<file path="src/rtl/selection_shape_hit_test_unit_defines.svh">
// -----------------------------------------------------------------------------
// Selection shape hit test: assertion macros
// Concurrent check wrappers; they compile away when SYNTHESIS is defined.
// -----------------------------------------------------------------------------
`ifndef SELECTION_SHAPE_HIT_TEST_UNIT_DEFINES_SVH
`define SELECTION_SHAPE_HIT_TEST_UNIT_DEFINES_SVH
`ifndef SYNTHESIS
`define SSHT_ASSERT(lbl, clk, rst_n, prop, msg) \
  lbl: assert property (@(posedge clk) disable iff (!rst_n) prop) else $error(msg);
`define SSHT_ASSERT_NEVER(lbl, clk, rst_n, cond, msg) \
  `SSHT_ASSERT(lbl, clk, rst_n, !(cond), msg)
`else
`define SSHT_ASSERT(lbl, clk, rst_n, prop, msg)
`define SSHT_ASSERT_NEVER(lbl, clk, rst_n, cond, msg)
`endif
`endif

</file>
<file path="src/rtl/ssht_pkg.sv">
// -----------------------------------------------------------------------------
// Selection shape hit test package
// Operation, shape and register codes, defaults and the cell control bundle.
// -----------------------------------------------------------------------------
package ssht_pkg;

  localparam int MAX_POLY_VERTICES_DEF = 256;
  localparam int COORD_BITS_DEF        = 16;
  localparam int APB_ADDR_W            = 5;

  typedef enum logic [1:0] {
    OP_CLEAR  = 2'd0,
    OP_APPEND = 2'd1,
    OP_TEST   = 2'd2
  } op_e;

  typedef enum logic [1:0] {
    MODE_BOX    = 2'd0,
    MODE_CIRCLE = 2'd1,
    MODE_LASSO  = 2'd2
  } mode_e;

  typedef enum logic [2:0] {
    REG_SHAPE_MODE = 3'd0,
    REG_START_X    = 3'd1,
    REG_START_Y    = 3'd2,
    REG_END_X      = 3'd3,
    REG_END_Y      = 3'd4
  } reg_idx_e;

  // control bits that travel with a point through the edge cells
  typedef struct packed {
    logic valid;
    logic kill;
    logic par;
    logic hit;
    logic dpos;
  } cell_ctl_t;

endpackage

</file>
<file path="src/rtl/ssht_edge_cell.sv">
// -----------------------------------------------------------------------------
// Edge cell
// Holds one lasso vertex, resolves the crossing of the previous cell's edge
// and forms the cross products of its own edge for the next cell.
// -----------------------------------------------------------------------------
module ssht_edge_cell
  import ssht_pkg::*;
#(
  parameter int COORD_BITS        = COORD_BITS_DEF,
  parameter int MAX_POLY_VERTICES = MAX_POLY_VERTICES_DEF,
  parameter int IDX               = 0,
  localparam int CNT_W            = $clog2(MAX_POLY_VERTICES + 1),
  localparam int IDX_W            = $clog2(MAX_POLY_VERTICES),
  localparam int PROD_W           = 2 * COORD_BITS + 2
) (
  input  logic                         clk_i,
  input  logic                         rst_ni,
  input  logic                         adv_i,
  input  logic [CNT_W-1:0]             vcnt_i,
  input  logic                         wr_en_i,
  input  logic [IDX_W-1:0]             wr_idx_i,
  input  logic signed [COORD_BITS-1:0] wr_x_i,
  input  logic signed [COORD_BITS-1:0] wr_y_i,
  input  logic signed [COORD_BITS-1:0] nb_x_i,
  input  logic signed [COORD_BITS-1:0] nb_y_i,
  output logic signed [COORD_BITS-1:0] vx_o,
  output logic signed [COORD_BITS-1:0] vy_o,
  input  cell_ctl_t                    ctl_i,
  input  logic signed [COORD_BITS-1:0] x_i,
  input  logic signed [COORD_BITS-1:0] y_i,
  input  logic signed [PROD_W-1:0]     lhs_i,
  input  logic signed [PROD_W-1:0]     rhs_i,
  output cell_ctl_t                    ctl_o,
  output logic signed [COORD_BITS-1:0] x_o,
  output logic signed [COORD_BITS-1:0] y_o,
  output logic signed [PROD_W-1:0]     lhs_o,
  output logic signed [PROD_W-1:0]     rhs_o
);

  logic signed [COORD_BITS-1:0] vx_q, vy_q;
  logic signed [COORD_BITS:0]   y_ay, x_ax, bx_ax, by_ay;
  logic signed [PROD_W-1:0]     lhs_d, rhs_d, lhs_q, rhs_q;
  logic signed [COORD_BITS-1:0] x_q, y_q;
  logic                         left, straddle, active;
  cell_ctl_t                    ctl_d, ctl_q;

  // edge runs from this vertex (a) to the neighbor's vertex (b)
  assign active   = vcnt_i > CNT_W'(IDX);
  assign straddle = ((vy_q < y_i) && (nb_y_i >= y_i)) || ((nb_y_i < y_i) && (vy_q >= y_i));

  assign y_ay  = $signed({y_i[COORD_BITS-1], y_i}) - $signed({vy_q[COORD_BITS-1], vy_q});
  assign x_ax  = $signed({x_i[COORD_BITS-1], x_i}) - $signed({vx_q[COORD_BITS-1], vx_q});
  assign bx_ax = $signed({nb_x_i[COORD_BITS-1], nb_x_i}) - $signed({vx_q[COORD_BITS-1], vx_q});
  assign by_ay = $signed({nb_y_i[COORD_BITS-1], nb_y_i}) - $signed({vy_q[COORD_BITS-1], vy_q});

  assign lhs_d = y_ay * bx_ax;
  assign rhs_d = x_ax * by_ay;

  // settle the crossing handed over by the previous cell
  assign left = ctl_i.dpos ? (lhs_i < rhs_i) : (lhs_i > rhs_i);

  always_comb begin
    ctl_d       = ctl_i;
    ctl_d.par   = ctl_i.par ^ (ctl_i.hit & left);
    ctl_d.hit   = active & straddle;
    ctl_d.dpos  = vy_q < y_i;
  end

  always_ff @(posedge clk_i or negedge rst_ni) begin
    if (!rst_ni) begin
      ctl_q <= '0;
    end else if (adv_i) begin
      ctl_q <= ctl_d;
    end
  end

  always_ff @(posedge clk_i) begin
    if (adv_i) begin
      x_q   <= x_i;
      y_q   <= y_i;
      lhs_q <= lhs_d;
      rhs_q <= rhs_d;
    end
    if (wr_en_i && (wr_idx_i == IDX_W'(IDX))) begin
      vx_q <= wr_x_i;
      vy_q <= wr_y_i;
    end
  end

  assign vx_o  = vx_q;
  assign vy_o  = vy_q;
  assign ctl_o = ctl_q;
  assign x_o   = x_q;
  assign y_o   = y_q;
  assign lhs_o = lhs_q;
  assign rhs_o = rhs_q;

endmodule

</file>
<file path="config.mk">
export PLATFORM = sky130hd
export DESIGN_NAME = ssht_edge_cell
export DESIGN_NICKNAME = d
export VERILOG_FILES = /design/src/rtl/selection_shape_hit_test_unit_defines.svh /design/src/rtl/ssht_pkg.sv /design/src/rtl/ssht_edge_cell.sv
export SDC_FILE = /design/constraint.sdc
export NUM_CORES = 2
export LEC_CHECK = 0
export BUFFER_PORTS_ARGS = -buffer_cell sky130_fd_sc_hd__buf_2
export CORE_MARGIN = 2
export CORE_UTILIZATION = 65
export CTS_CLUSTER_SIZE = 16
export DETAILED_ROUTE_END_ITERATION = 8
export GPL_TIMING_DRIVEN = 1
export PLACE_DENSITY = 0.87
export RECOVER_POWER = 25
export SYNTH_ARGS = -nofsm -noshare
export SYNTH_HDL_FRONTEND = slang
export SYNTH_SLANG_ARGS = --single-unit
export TNS_END_PERCENT = 1
</file>
<file path="constraint.sdc">
create_clock -name clk_i -period 22.4 [get_ports clk_i]
set_input_delay 4.48 -clock clk_i [delete_from_list [all_inputs] [get_ports clk_i]]
set_output_delay 4.48 -clock clk_i [all_outputs]
set_load 0.005 [all_outputs]
</file>
==> qor.csv <==
metric,value,unit
status,"finished, violations left",
violations,"capacitance limit, slew limit",
synth-main-ff-cell,edfxtp_1,
synth.ff_latch_count,137,
timing.final.crit_share,58.4,%
grt_pass1_vias,24720,
synthArstFlopShare,3.65,%
hold_viol_final,0,
worstSetupEndpointType,register,
postRouteAntennaNets,0,
fin_setup_tns,0,ns
cts.sinks,137,
multi_input_comb_area,0.0227,mm²
core_region_area,0.0453,mm²
setup_viol,0,
grt_max_degree,62,
drt-total-wl,77500,µm
area_growth_syn_to_layout,10.6,%
cpPeakStageDelay,0.84,ns
rsz0062_at_grt,no,
nFillCells,3321,
antenna_found_initial,5,
fmax,0.0764,GHz
arrival,13.34,ns
hold_buffers,0,
ff_latch_area,0.00409,mm²
num_io_pins,327,
min-delay-path-class,register to register,
cts_made_buffers,17,
cap_violations,1,
die-area,0.0475,mm²
drv_slew,46,
dieHeight,218,µm
met3_usage,9.26,%
place_area,0.0323,mm²
hpwl,65200,µm
synth_edf_count,132,
cts-root-buf,clkbuf_16,
dp_cells,4049,
place.gp.congestion,0.963,
grt_usage,34.6,%
drive_gt1_share,11.5,%
clock_path_buffers,2,
cp-start-kind,input port,
synth.distinct_cells,69,
placementRows,78,
worstSetupPathType,input port to register,
routedWlPerCell,19.0,µm
cts_tree,yes,
final_area,0.0329,mm²
critPathMaxFanout,11,
relSlewSlack,-80.2,%
vias,23271,
worst_slew_pin_slew,2.70,ns
slowest_stage,a2111oi_0,
io_buffers,326,
grt.busiest_layer,met2,
period_needed,13.08,ns
first_pass_iters,6,
synthCells,3144,
syn-num-nets,4215,
start_util,65.7,%
die_x,218,µm
htreeDepth,4,
via_per_inst,5.70,
path_clk_slew,0.07,ns
postCtsSetupBuffers,0,
drtIter0Drc,1867,
met1_usage,42.7,%
seq_area_frac_synth,13.7,%
drc,0,
final-instance-count-excl-fill,4082,
post_cts_resized,0,
critical_path_required,22.66,ns
avgSynthCellArea,9.46,µm²
grt_pass1_wl,125000,µm
grt-ovfl-total,0,
clk_latency,0.51,ns
yosys_warnings,0,
grt.met2_usage,56.4,%
synth_area,0.0297,mm²
fin_skew,0.0172,ns
nNetsFinal,4539,
==> cell type report <==
| class | instances | area share, % |
|---|---|---|
| multi-input combinational | 2215 | 69.1 |
| sequential | 137 | 12.4 |
| inverter | 728 | 8.31 |
| timing repair buffer | 369 | 5.80 |
| tap | 600 | 2.28 |
| clock buffer | 18 | 1.30 |
| clock inverter | 14 | 0.742 |
| antenna | 1 | 0.00761 |
==> per-stage QoR <==
step | hold slack, ns | utilization [%] | setup WS, ns
6_report | 0.499 | 72.6 | 9.32
5_1_grt | 0.531 | 72.6 | 8.71
4_1_cts | 0.500 | 72.7 | 9.41
3_5_place_dp | 0.477 | 71.3 | 8.96
3_3_place_gp | 0.486 | 71.3 | 9.23
2_1_floorplan | 0.476 | - | 9.97
==> state kept, by name (all words and copies together) (netlist names) <==
| signal | flops |
|---|---|
| lhs_o | 34 |
| rhs_o | 34 |
| vx_o | 16 |
| vy_o | 16 |
| x_o | 16 |
| y_o | 16 |
| ctl_o | 5 |
==> synth_stat cells (22+ instances only) <==
master / count / share of area [%]
fa_1: 596 / 40
nand2_1: 352 / 4.4
xnor2_1: 99 / 2.9
edfxtp_1: 132 / 13
and2_1: 29 / 0.61
ha_1: 285 / 12
o21a_1: 22 / 0.56
nor3_1: 32 / 0.54
nor2b_1: 42 / 0.88
nor2_1: 293 / 3.7
o21ai_0: 50 / 0.84
a21oi_1: 97 / 1.6
a21o_1: 43 / 1.1
nand2b_1: 28 / 0.59
clkbuf_1: 57 / 0.72
nand3_1: 26 / 0.44
inv_1: 727 / 9.2
xor2_1: 53 / 1.6
==> worst paths after layout <==
kind	start	to	slack, ns	cells past startpoint
setup / recovery	y_i[0]	lhs_o[31]	9.32	36
hold / removal	ctl_o[0]	ctl_o[0]	0.50	2
setup reg to reg	vx_o[0]	lhs_o[31]	13.00	30
hold reg to reg	ctl_o[0]	ctl_o[0]	0.50	2
max in group asynchronous	rst_ni	ctl_o[1]	18.26	1
min in group asynchronous	rst_ni	ctl_o[4]	3.87	1
==> worst max-delay path, delay by kind of cell <==
family | cells | cell delay, ns
AOI/OAI and AO/OA | 12 | 3.30
xor gates and xnor gates | 2 | 0.23
adders and majority gates | 9 | 4.02
buffers and inverters | 9 | 0.75
and+or+nand+nor | 4 | 0.56
==> cell usage in the layout (no fill, tap or decap), types with 43 or more instances in the layout <==
master,instances
inv_1,727
fa_1,596
nand2_1,352
nor2_1,293
buf_2,289
ha_1,285
edfxtp_1,132
a21oi_1,97
xnor2_1,92
xor2_1,53
o21ai_0,50
a21o_1,43
buf_4,43
==> per-layer routing <==
metal,vias to the layer above,wire [µm]
met2,1221,37000
li1,10310,-
met1,11478,28300
met3,256,8220
met4,6,3870
met5,-,41
==> cells by family after synthesis <==
kind of cell	after synthesis	share of synthesized area (%)
AO/OA/AOI/OAI	296	6.48
flip-flops	137	13.7
adder cells (fa/ha/maj)	881	52.1
AND/OR/NAND/NOR	878	12.9
multiplexers	7	0.248
XOR/XNOR	153	4.53
buffers and inverters	792	10.0
Power is left out: the tool's default activity adds up to more than one toggle a clock period on the data nets, which glitch-free logic cannot reach.
