`config.mk`:
```
export PLATFORM = sky130hd
export DESIGN_NAME = ssht_shape_tail
export DESIGN_NICKNAME = d
export VERILOG_FILES = /design/src/rtl/selection_shape_hit_test_unit_defines.svh /design/src/rtl/ssht_pkg.sv /design/src/rtl/ssht_shape_tail.sv
export SDC_FILE = /design/constraint.sdc
export NUM_CORES = 2
export LEC_CHECK = 0
export ABC_AREA = 1
export BUFFER_PORTS_ARGS = -buffer_cell sky130_fd_sc_hd__buf_2
export CAP_MARGIN = 20
export CORE_ASPECT_RATIO = 0.5
export CORE_MARGIN = 2
export CORE_UTILIZATION = 50
export DETAILED_ROUTE_END_ITERATION = 10
export PLACE_DENSITY = 0.67
export SLEW_MARGIN = 30
export SYNTH_ARGS = -nofsm -noshare
export SYNTH_HDL_FRONTEND = slang
export SYNTH_SLANG_ARGS = --single-unit
```
`constraint.sdc`:
```
create_clock -name clk_i -period 8.7 [get_ports clk_i]
set_input_delay 0.435 -clock clk_i [delete_from_list [all_inputs] [get_ports clk_i]]
set_output_delay 0.435 -clock clk_i [all_outputs]
set_load 0.05 [all_outputs]
```
`src/rtl/selection_shape_hit_test_unit_defines.svh`:
```
// -----------------------------------------------------------------------------
// Selection shape hit test: assertion macros
// Concurrent check wrappers; they compile away when SYNTHESIS is defined.
// -----------------------------------------------------------------------------
`ifndef SELECTION_SHAPE_HIT_TEST_UNIT_DEFINES_SVH
`define SELECTION_SHAPE_HIT_TEST_UNIT_DEFINES_SVH
`ifndef SYNTHESIS
`define SSHT_ASSERT(lbl, clk, rst_n, prop, msg) \
  lbl: assert property (@(posedge clk) disable iff (!rst_n) prop) else $error(msg);
`define SSHT_ASSERT_NEVER(lbl, clk, rst_n, cond, msg) \
  `SSHT_ASSERT(lbl, clk, rst_n, !(cond), msg)
`else
`define SSHT_ASSERT(lbl, clk, rst_n, prop, msg)
`define SSHT_ASSERT_NEVER(lbl, clk, rst_n, cond, msg)
`endif
`endif

```
`src/rtl/ssht_pkg.sv`:
```
// -----------------------------------------------------------------------------
// Selection shape hit test package
// Operation, shape and register codes, defaults and the cell control bundle.
// -----------------------------------------------------------------------------
package ssht_pkg;

  localparam int MAX_POLY_VERTICES_DEF = 256;
  localparam int COORD_BITS_DEF        = 16;
  localparam int APB_ADDR_W            = 5;

  typedef enum logic [1:0] {
    OP_CLEAR  = 2'd0,
    OP_APPEND = 2'd1,
    OP_TEST   = 2'd2
  } op_e;

  typedef enum logic [1:0] {
    MODE_BOX    = 2'd0,
    MODE_CIRCLE = 2'd1,
    MODE_LASSO  = 2'd2
  } mode_e;

  typedef enum logic [2:0] {
    REG_SHAPE_MODE = 3'd0,
    REG_START_X    = 3'd1,
    REG_START_Y    = 3'd2,
    REG_END_X      = 3'd3,
    REG_END_Y      = 3'd4
  } reg_idx_e;

  // control bits that travel with a point through the edge cells
  typedef struct packed {
    logic valid;
    logic kill;
    logic par;
    logic hit;
    logic dpos;
  } cell_ctl_t;

endpackage

```
`src/rtl/ssht_shape_tail.sv`:
```
// -----------------------------------------------------------------------------
// Shape tail
// Closes the last lasso crossing, tests box and circle, picks the result
// by shape mode.
// -----------------------------------------------------------------------------
module ssht_shape_tail
  import ssht_pkg::*;
#(
  parameter int COORD_BITS = COORD_BITS_DEF,
  localparam int PROD_W    = 2 * COORD_BITS + 2
) (
  input  logic                         clk_i,
  input  logic                         rst_ni,
  input  logic                         adv_i,
  input  logic [1:0]                   mode_i,
  input  logic signed [COORD_BITS-1:0] sx_i,
  input  logic signed [COORD_BITS-1:0] sy_i,
  input  logic signed [COORD_BITS-1:0] ex_i,
  input  logic signed [COORD_BITS-1:0] ey_i,
  input  cell_ctl_t                    ctl_i,
  input  logic signed [COORD_BITS-1:0] x_i,
  input  logic signed [COORD_BITS-1:0] y_i,
  input  logic signed [PROD_W-1:0]     lhs_i,
  input  logic signed [PROD_W-1:0]     rhs_i,
  output logic                         res_valid_o,
  output logic                         res_inside_o
);

  logic signed [COORD_BITS:0]   dx, dy, rdx, rdy;
  logic [COORD_BITS-1:0]        rax, ray, r_q;
  logic [2*COORD_BITS-1:0]      r2_q;
  logic signed [PROD_W-1:0]     dx2_full, dy2_full;
  logic [2*COORD_BITS:0]        dx2_q, dy2_q;
  logic [2*COORD_BITS+1:0]      dist2;
  logic                         left, box_d;
  logic                         valid_q, kill_q, par_q, box_q;

  assign left = ctl_i.dpos ? (lhs_i < rhs_i) : (lhs_i > rhs_i);

  assign box_d = ((x_i >= sx_i && x_i <= ex_i) || (x_i >= ex_i && x_i <= sx_i)) &&
                 ((y_i >= sy_i && y_i <= ey_i) || (y_i >= ey_i && y_i <= sy_i));

  assign dx = $signed({x_i[COORD_BITS-1], x_i}) - $signed({sx_i[COORD_BITS-1], sx_i});
  assign dy = $signed({y_i[COORD_BITS-1], y_i}) - $signed({sy_i[COORD_BITS-1], sy_i});
  assign dx2_full = dx * dx;
  assign dy2_full = dy * dy;

  // radius follows the registers through r_q and then r2_q after a write
  assign rdx = $signed({ex_i[COORD_BITS-1], ex_i}) - $signed({sx_i[COORD_BITS-1], sx_i});
  assign rdy = $signed({ey_i[COORD_BITS-1], ey_i}) - $signed({sy_i[COORD_BITS-1], sy_i});
  assign rax = rdx[COORD_BITS] ? COORD_BITS'(-rdx) : rdx[COORD_BITS-1:0];
  assign ray = rdy[COORD_BITS] ? COORD_BITS'(-rdy) : rdy[COORD_BITS-1:0];

  always_ff @(posedge clk_i) begin
    r_q  <= (rax > ray) ? rax : ray;
    r2_q <= r_q * r_q;
  end

  always_ff @(posedge clk_i or negedge rst_ni) begin
    if (!rst_ni) begin
      valid_q <= 1'b0;
    end else if (adv_i) begin
      valid_q <= ctl_i.valid;
    end
  end

  always_ff @(posedge clk_i) begin
    if (adv_i) begin
      kill_q <= ctl_i.kill;
      par_q  <= ctl_i.par ^ (ctl_i.hit & left);
      box_q  <= box_d;
      dx2_q  <= dx2_full[2*COORD_BITS:0];
      dy2_q  <= dy2_full[2*COORD_BITS:0];
    end
  end

  assign dist2 = {1'b0, dx2_q} + {1'b0, dy2_q};

  always_comb begin
    case (mode_i)
      MODE_CIRCLE: res_inside_o = !kill_q && (dist2 < {2'b00, r2_q});
      MODE_LASSO:  res_inside_o = !kill_q && par_q;
      default:     res_inside_o = !kill_q && box_q;
    endcase
  end

  assign res_valid_o = valid_q;

endmodule

```
==> impl_metrics.env <==
export IMPL_drt_total_wl_mm=100.4
export IMPL_synth_cell_types=63
export IMPL_fin_nets=6338
export IMPL_hold_slack_ns=0.1829
export IMPL_cts_tree="done"
export IMPL_regArea_um2=2978
export IMPL_finalHoldViolCount=0
export IMPL_worst_path_buf_inv=4
export IMPL_synth_edf_count=67
export IMPL_vias=31120
export IMPL_initial_core_util_pct=50.94
export IMPL_die_area_um2=79580
export IMPL_drc=0
export IMPL_cp_slowest_stage_delay_ns=0.63
export IMPL_dp_hpwl_mm=88.91
export IMPL_fin_setup_tns_ns=0
export IMPL_cts_setup_buffers=0
export IMPL_synth_seq_cells=115
export IMPL_synth_top_area_cell="fa_1"
export IMPL_min_from="ctl_i[3]"
export IMPL_synthesis_nets=6166
export IMPL_yosys_warnings=0
export IMPL_first_pass_iters=7
export IMPL_via_per_inst=5.161
export IMPL_r2r_start="r_q[3]"
export IMPL_cts_resized=0
export IMPL_clk_pin_slew_ns=0.06
export IMPL_ys_top_cells_by_count="inv_1 (1317), nand2_1 (866), fa_1 (697)"
export IMPL_finalCritPeriodShare_pct=91.95
export IMPL_synthMostInstantiatedCell="inv_1"
export IMPL_clock_latency_ns=0.44
export IMPL_routedWlPerCell_um=16.65
export IMPL_min_period_ns=8.000
export IMPL_postRouteAntennaNets=0
export IMPL_fmax_ghz=0.1250
export IMPL_slew_violations=0
export IMPL_relSlewSlack_pct=38.30
export IMPL_status="finished clean"
export IMPL_rsz0062_at_grt="no"
export IMPL_multi_input_comb_area_um2=30300
export IMPL_drv_cap=0
export IMPL_syn_inst=4824
export IMPL_avgSynthCellArea_um2=8.002
export IMPL_crit_arrival_ns=8.18
export IMPL_synth_area_leaders="fa_1 (36%), ha_1 (15%), inv_1 (13%)"
export IMPL_cts_sinks=115
export IMPL_fp_dieH_um=200.5
export IMPL_die_w_um=396.9
export IMPL_synthFlopType="edfxtp_1"
export IMPL_cts_buffers_inserted=17
export IMPL_worstPathMaxFanout=12
export IMPL_grt_max_degree=69
export IMPL_grt_pass1_vias=33150
export IMPL_clock_skew_ns=0.01467
export IMPL_antenna_found_initial=2
export IMPL_htree_levels=4
export IMPL_critPathTopFamily="adder cells"
export IMPL_startpoint="sy_i[0]"
export IMPL_placementRows=71
export IMPL_cp_required_ns=8.88
export IMPL_crit_type="in2reg"
export IMPL_drive_gt1_share_pct=6.309
export IMPL_synth_top_area_share_pct=36.15
export IMPL_dp_slack_ns=0.3690
export IMPL_core_um2=75780
export IMPL_cp_start_kind="input port"
export IMPL_finalWorstSetupSlack_ns=0.7001
export IMPL_place_congestion=1.004
export IMPL_async_reset_ff_share_pct=0.8696
export IMPL_cts_root_buf="clkbuf_16"
export IMPL_dp_cells=5997
export IMPL_max_slew_worst_pin_slew_ns=0.9242
export IMPL_instances_no_fill=6031
export IMPL_gr_total_overflow=0
export IMPL_area_delta_synth_final_pct=7.419
export IMPL_setup_viol_count_final=0
export IMPL_top_level_ports=176
export IMPL_slowest_stage="fa_1"
export IMPL_drtIter0Drc=1972
export IMPL_cts_hold_buf=1
export IMPL_grt_pass1_wl_mm=167.8
export IMPL_synth_seq_area_share_pct=7.714
export IMPL_grt_usage_pct=26.39
export IMPL_io_buffer_count=175
export IMPL_antenna_cells=0
export IMPL_synth_area_um2=38600
export IMPL_cts_buffer_depth=2
export IMPL_fill_cells=7167
export IMPL_min_path_type="in2reg"
export IMPL_path_common_cell="fa_1"
export IMPL_cp_end_kind="flop"
worst register-to-register path, stage by stage (launching register included):
cell	delay, ns
dfxtp_1	0.87
nand2_1	0.27
fa_1	0.57
fa_1	0.48
inv_1	0.07
ha_1	0.13
inv_1	0.05
fa_1	0.49
inv_1	0.05
fa_1	0.52
inv_1	0.05
fa_1	0.47
inv_1	0.04
ha_1	0.37
nand2_1	0.14
inv_1	0.10
nand3_1	0.06
o21ai_0	0.44
a21boi_0	0.37
o21ai_0	0.40
a21oi_1	0.15
xnor2_1	0.21
layer usage:
layer / up-vias / wire length [um] / GRT usage (%)
met5: - / 13 / 0
met4: 2 / 1755 / 4.957
met2: 846 / 46850 / 44.39
li1: 14840 / - / -
met1: 15290 / 46020 / 37.04
met3: 143 / 5774 / 2.995
stage by stage:
stage | utilization [%] | cell area, um2
floorplan | - | 38600
global placement | 53.86 | 40820
detailed placement | 53.86 | 40820
CTS | 54.69 | 41440
global route | 54.72 | 41470
finish | 54.72 | 41470
kinds of logic after synthesis:
| kind of cell | Yosys count | share of synthesized area (%) |
|---|---|---|
| fa+ha+maj | 1168 | 51.41 |
| xor+xnor | 190 | 4.476 |
| buf+inv | 1407 | 13.79 |
| flops | 115 | 7.714 |
| compound gates | 445 | 6.603 |
| mux | 1 | 0.02917 |
| simple gates | 1498 | 15.98 |
area by class of cell:
type	instances	area share [%]
clock buffers	18	1.059
repair buffers	227	3.108
clock inverters	14	0.4194
inverters	1333	12.07
flip-flops and latches	115	7.181
well taps	1022	3.084
multi-input cells	3302	73.08
sequential cells by signal (all words and copies together) (netlist names):
register	count
kill_q	1
res_valid_o	1
par_q	1
r_q	16
r2_q	31
dy2_q	32
box_q	1
dx2_q	32
cells in the final DEF (no fill, tap or decap), drive strengths merged, types with 6 or more instances in the layout:
| cell | count |
|---|---|
| nor2 | 367 |
| xor2 | 127 |
| ha | 471 |
| dfxtp | 47 |
| nand3 | 142 |
| o21a | 13 |
| clkbuf | 18 |
| nand2 | 873 |
| nor4 | 12 |
| o21ai | 111 |
| nand4 | 38 |
| and2 | 6 |
| buf | 226 |
| nor3 | 31 |
| xnor2 | 63 |
| a31oi | 15 |
| clkinv | 9 |
| edfxtp | 67 |
| o21bai | 15 |
| a21oi | 225 |
| fa | 697 |
| a21o | 27 |
| or2 | 11 |
| inv | 1334 |
| nand3b | 15 |
| a21boi | 10 |
path summary, 6_finish.rpt:
path                          endpoint  slack [ns]  depth (start not counted)
max                          dy2_q[29]        0.70                         29
min                             kill_q        0.18                          1
max reg2reg                   r2_q[20]        2.29                         21
min reg2reg                res_valid_o        0.51                          1
max in group asynchronous  res_valid_o        8.31                          2
min in group asynchronous  res_valid_o        0.31                          2
Power is left out: the tool's default activity adds up to more than one toggle a clock period on the data nets, which glitch-free logic cannot reach.
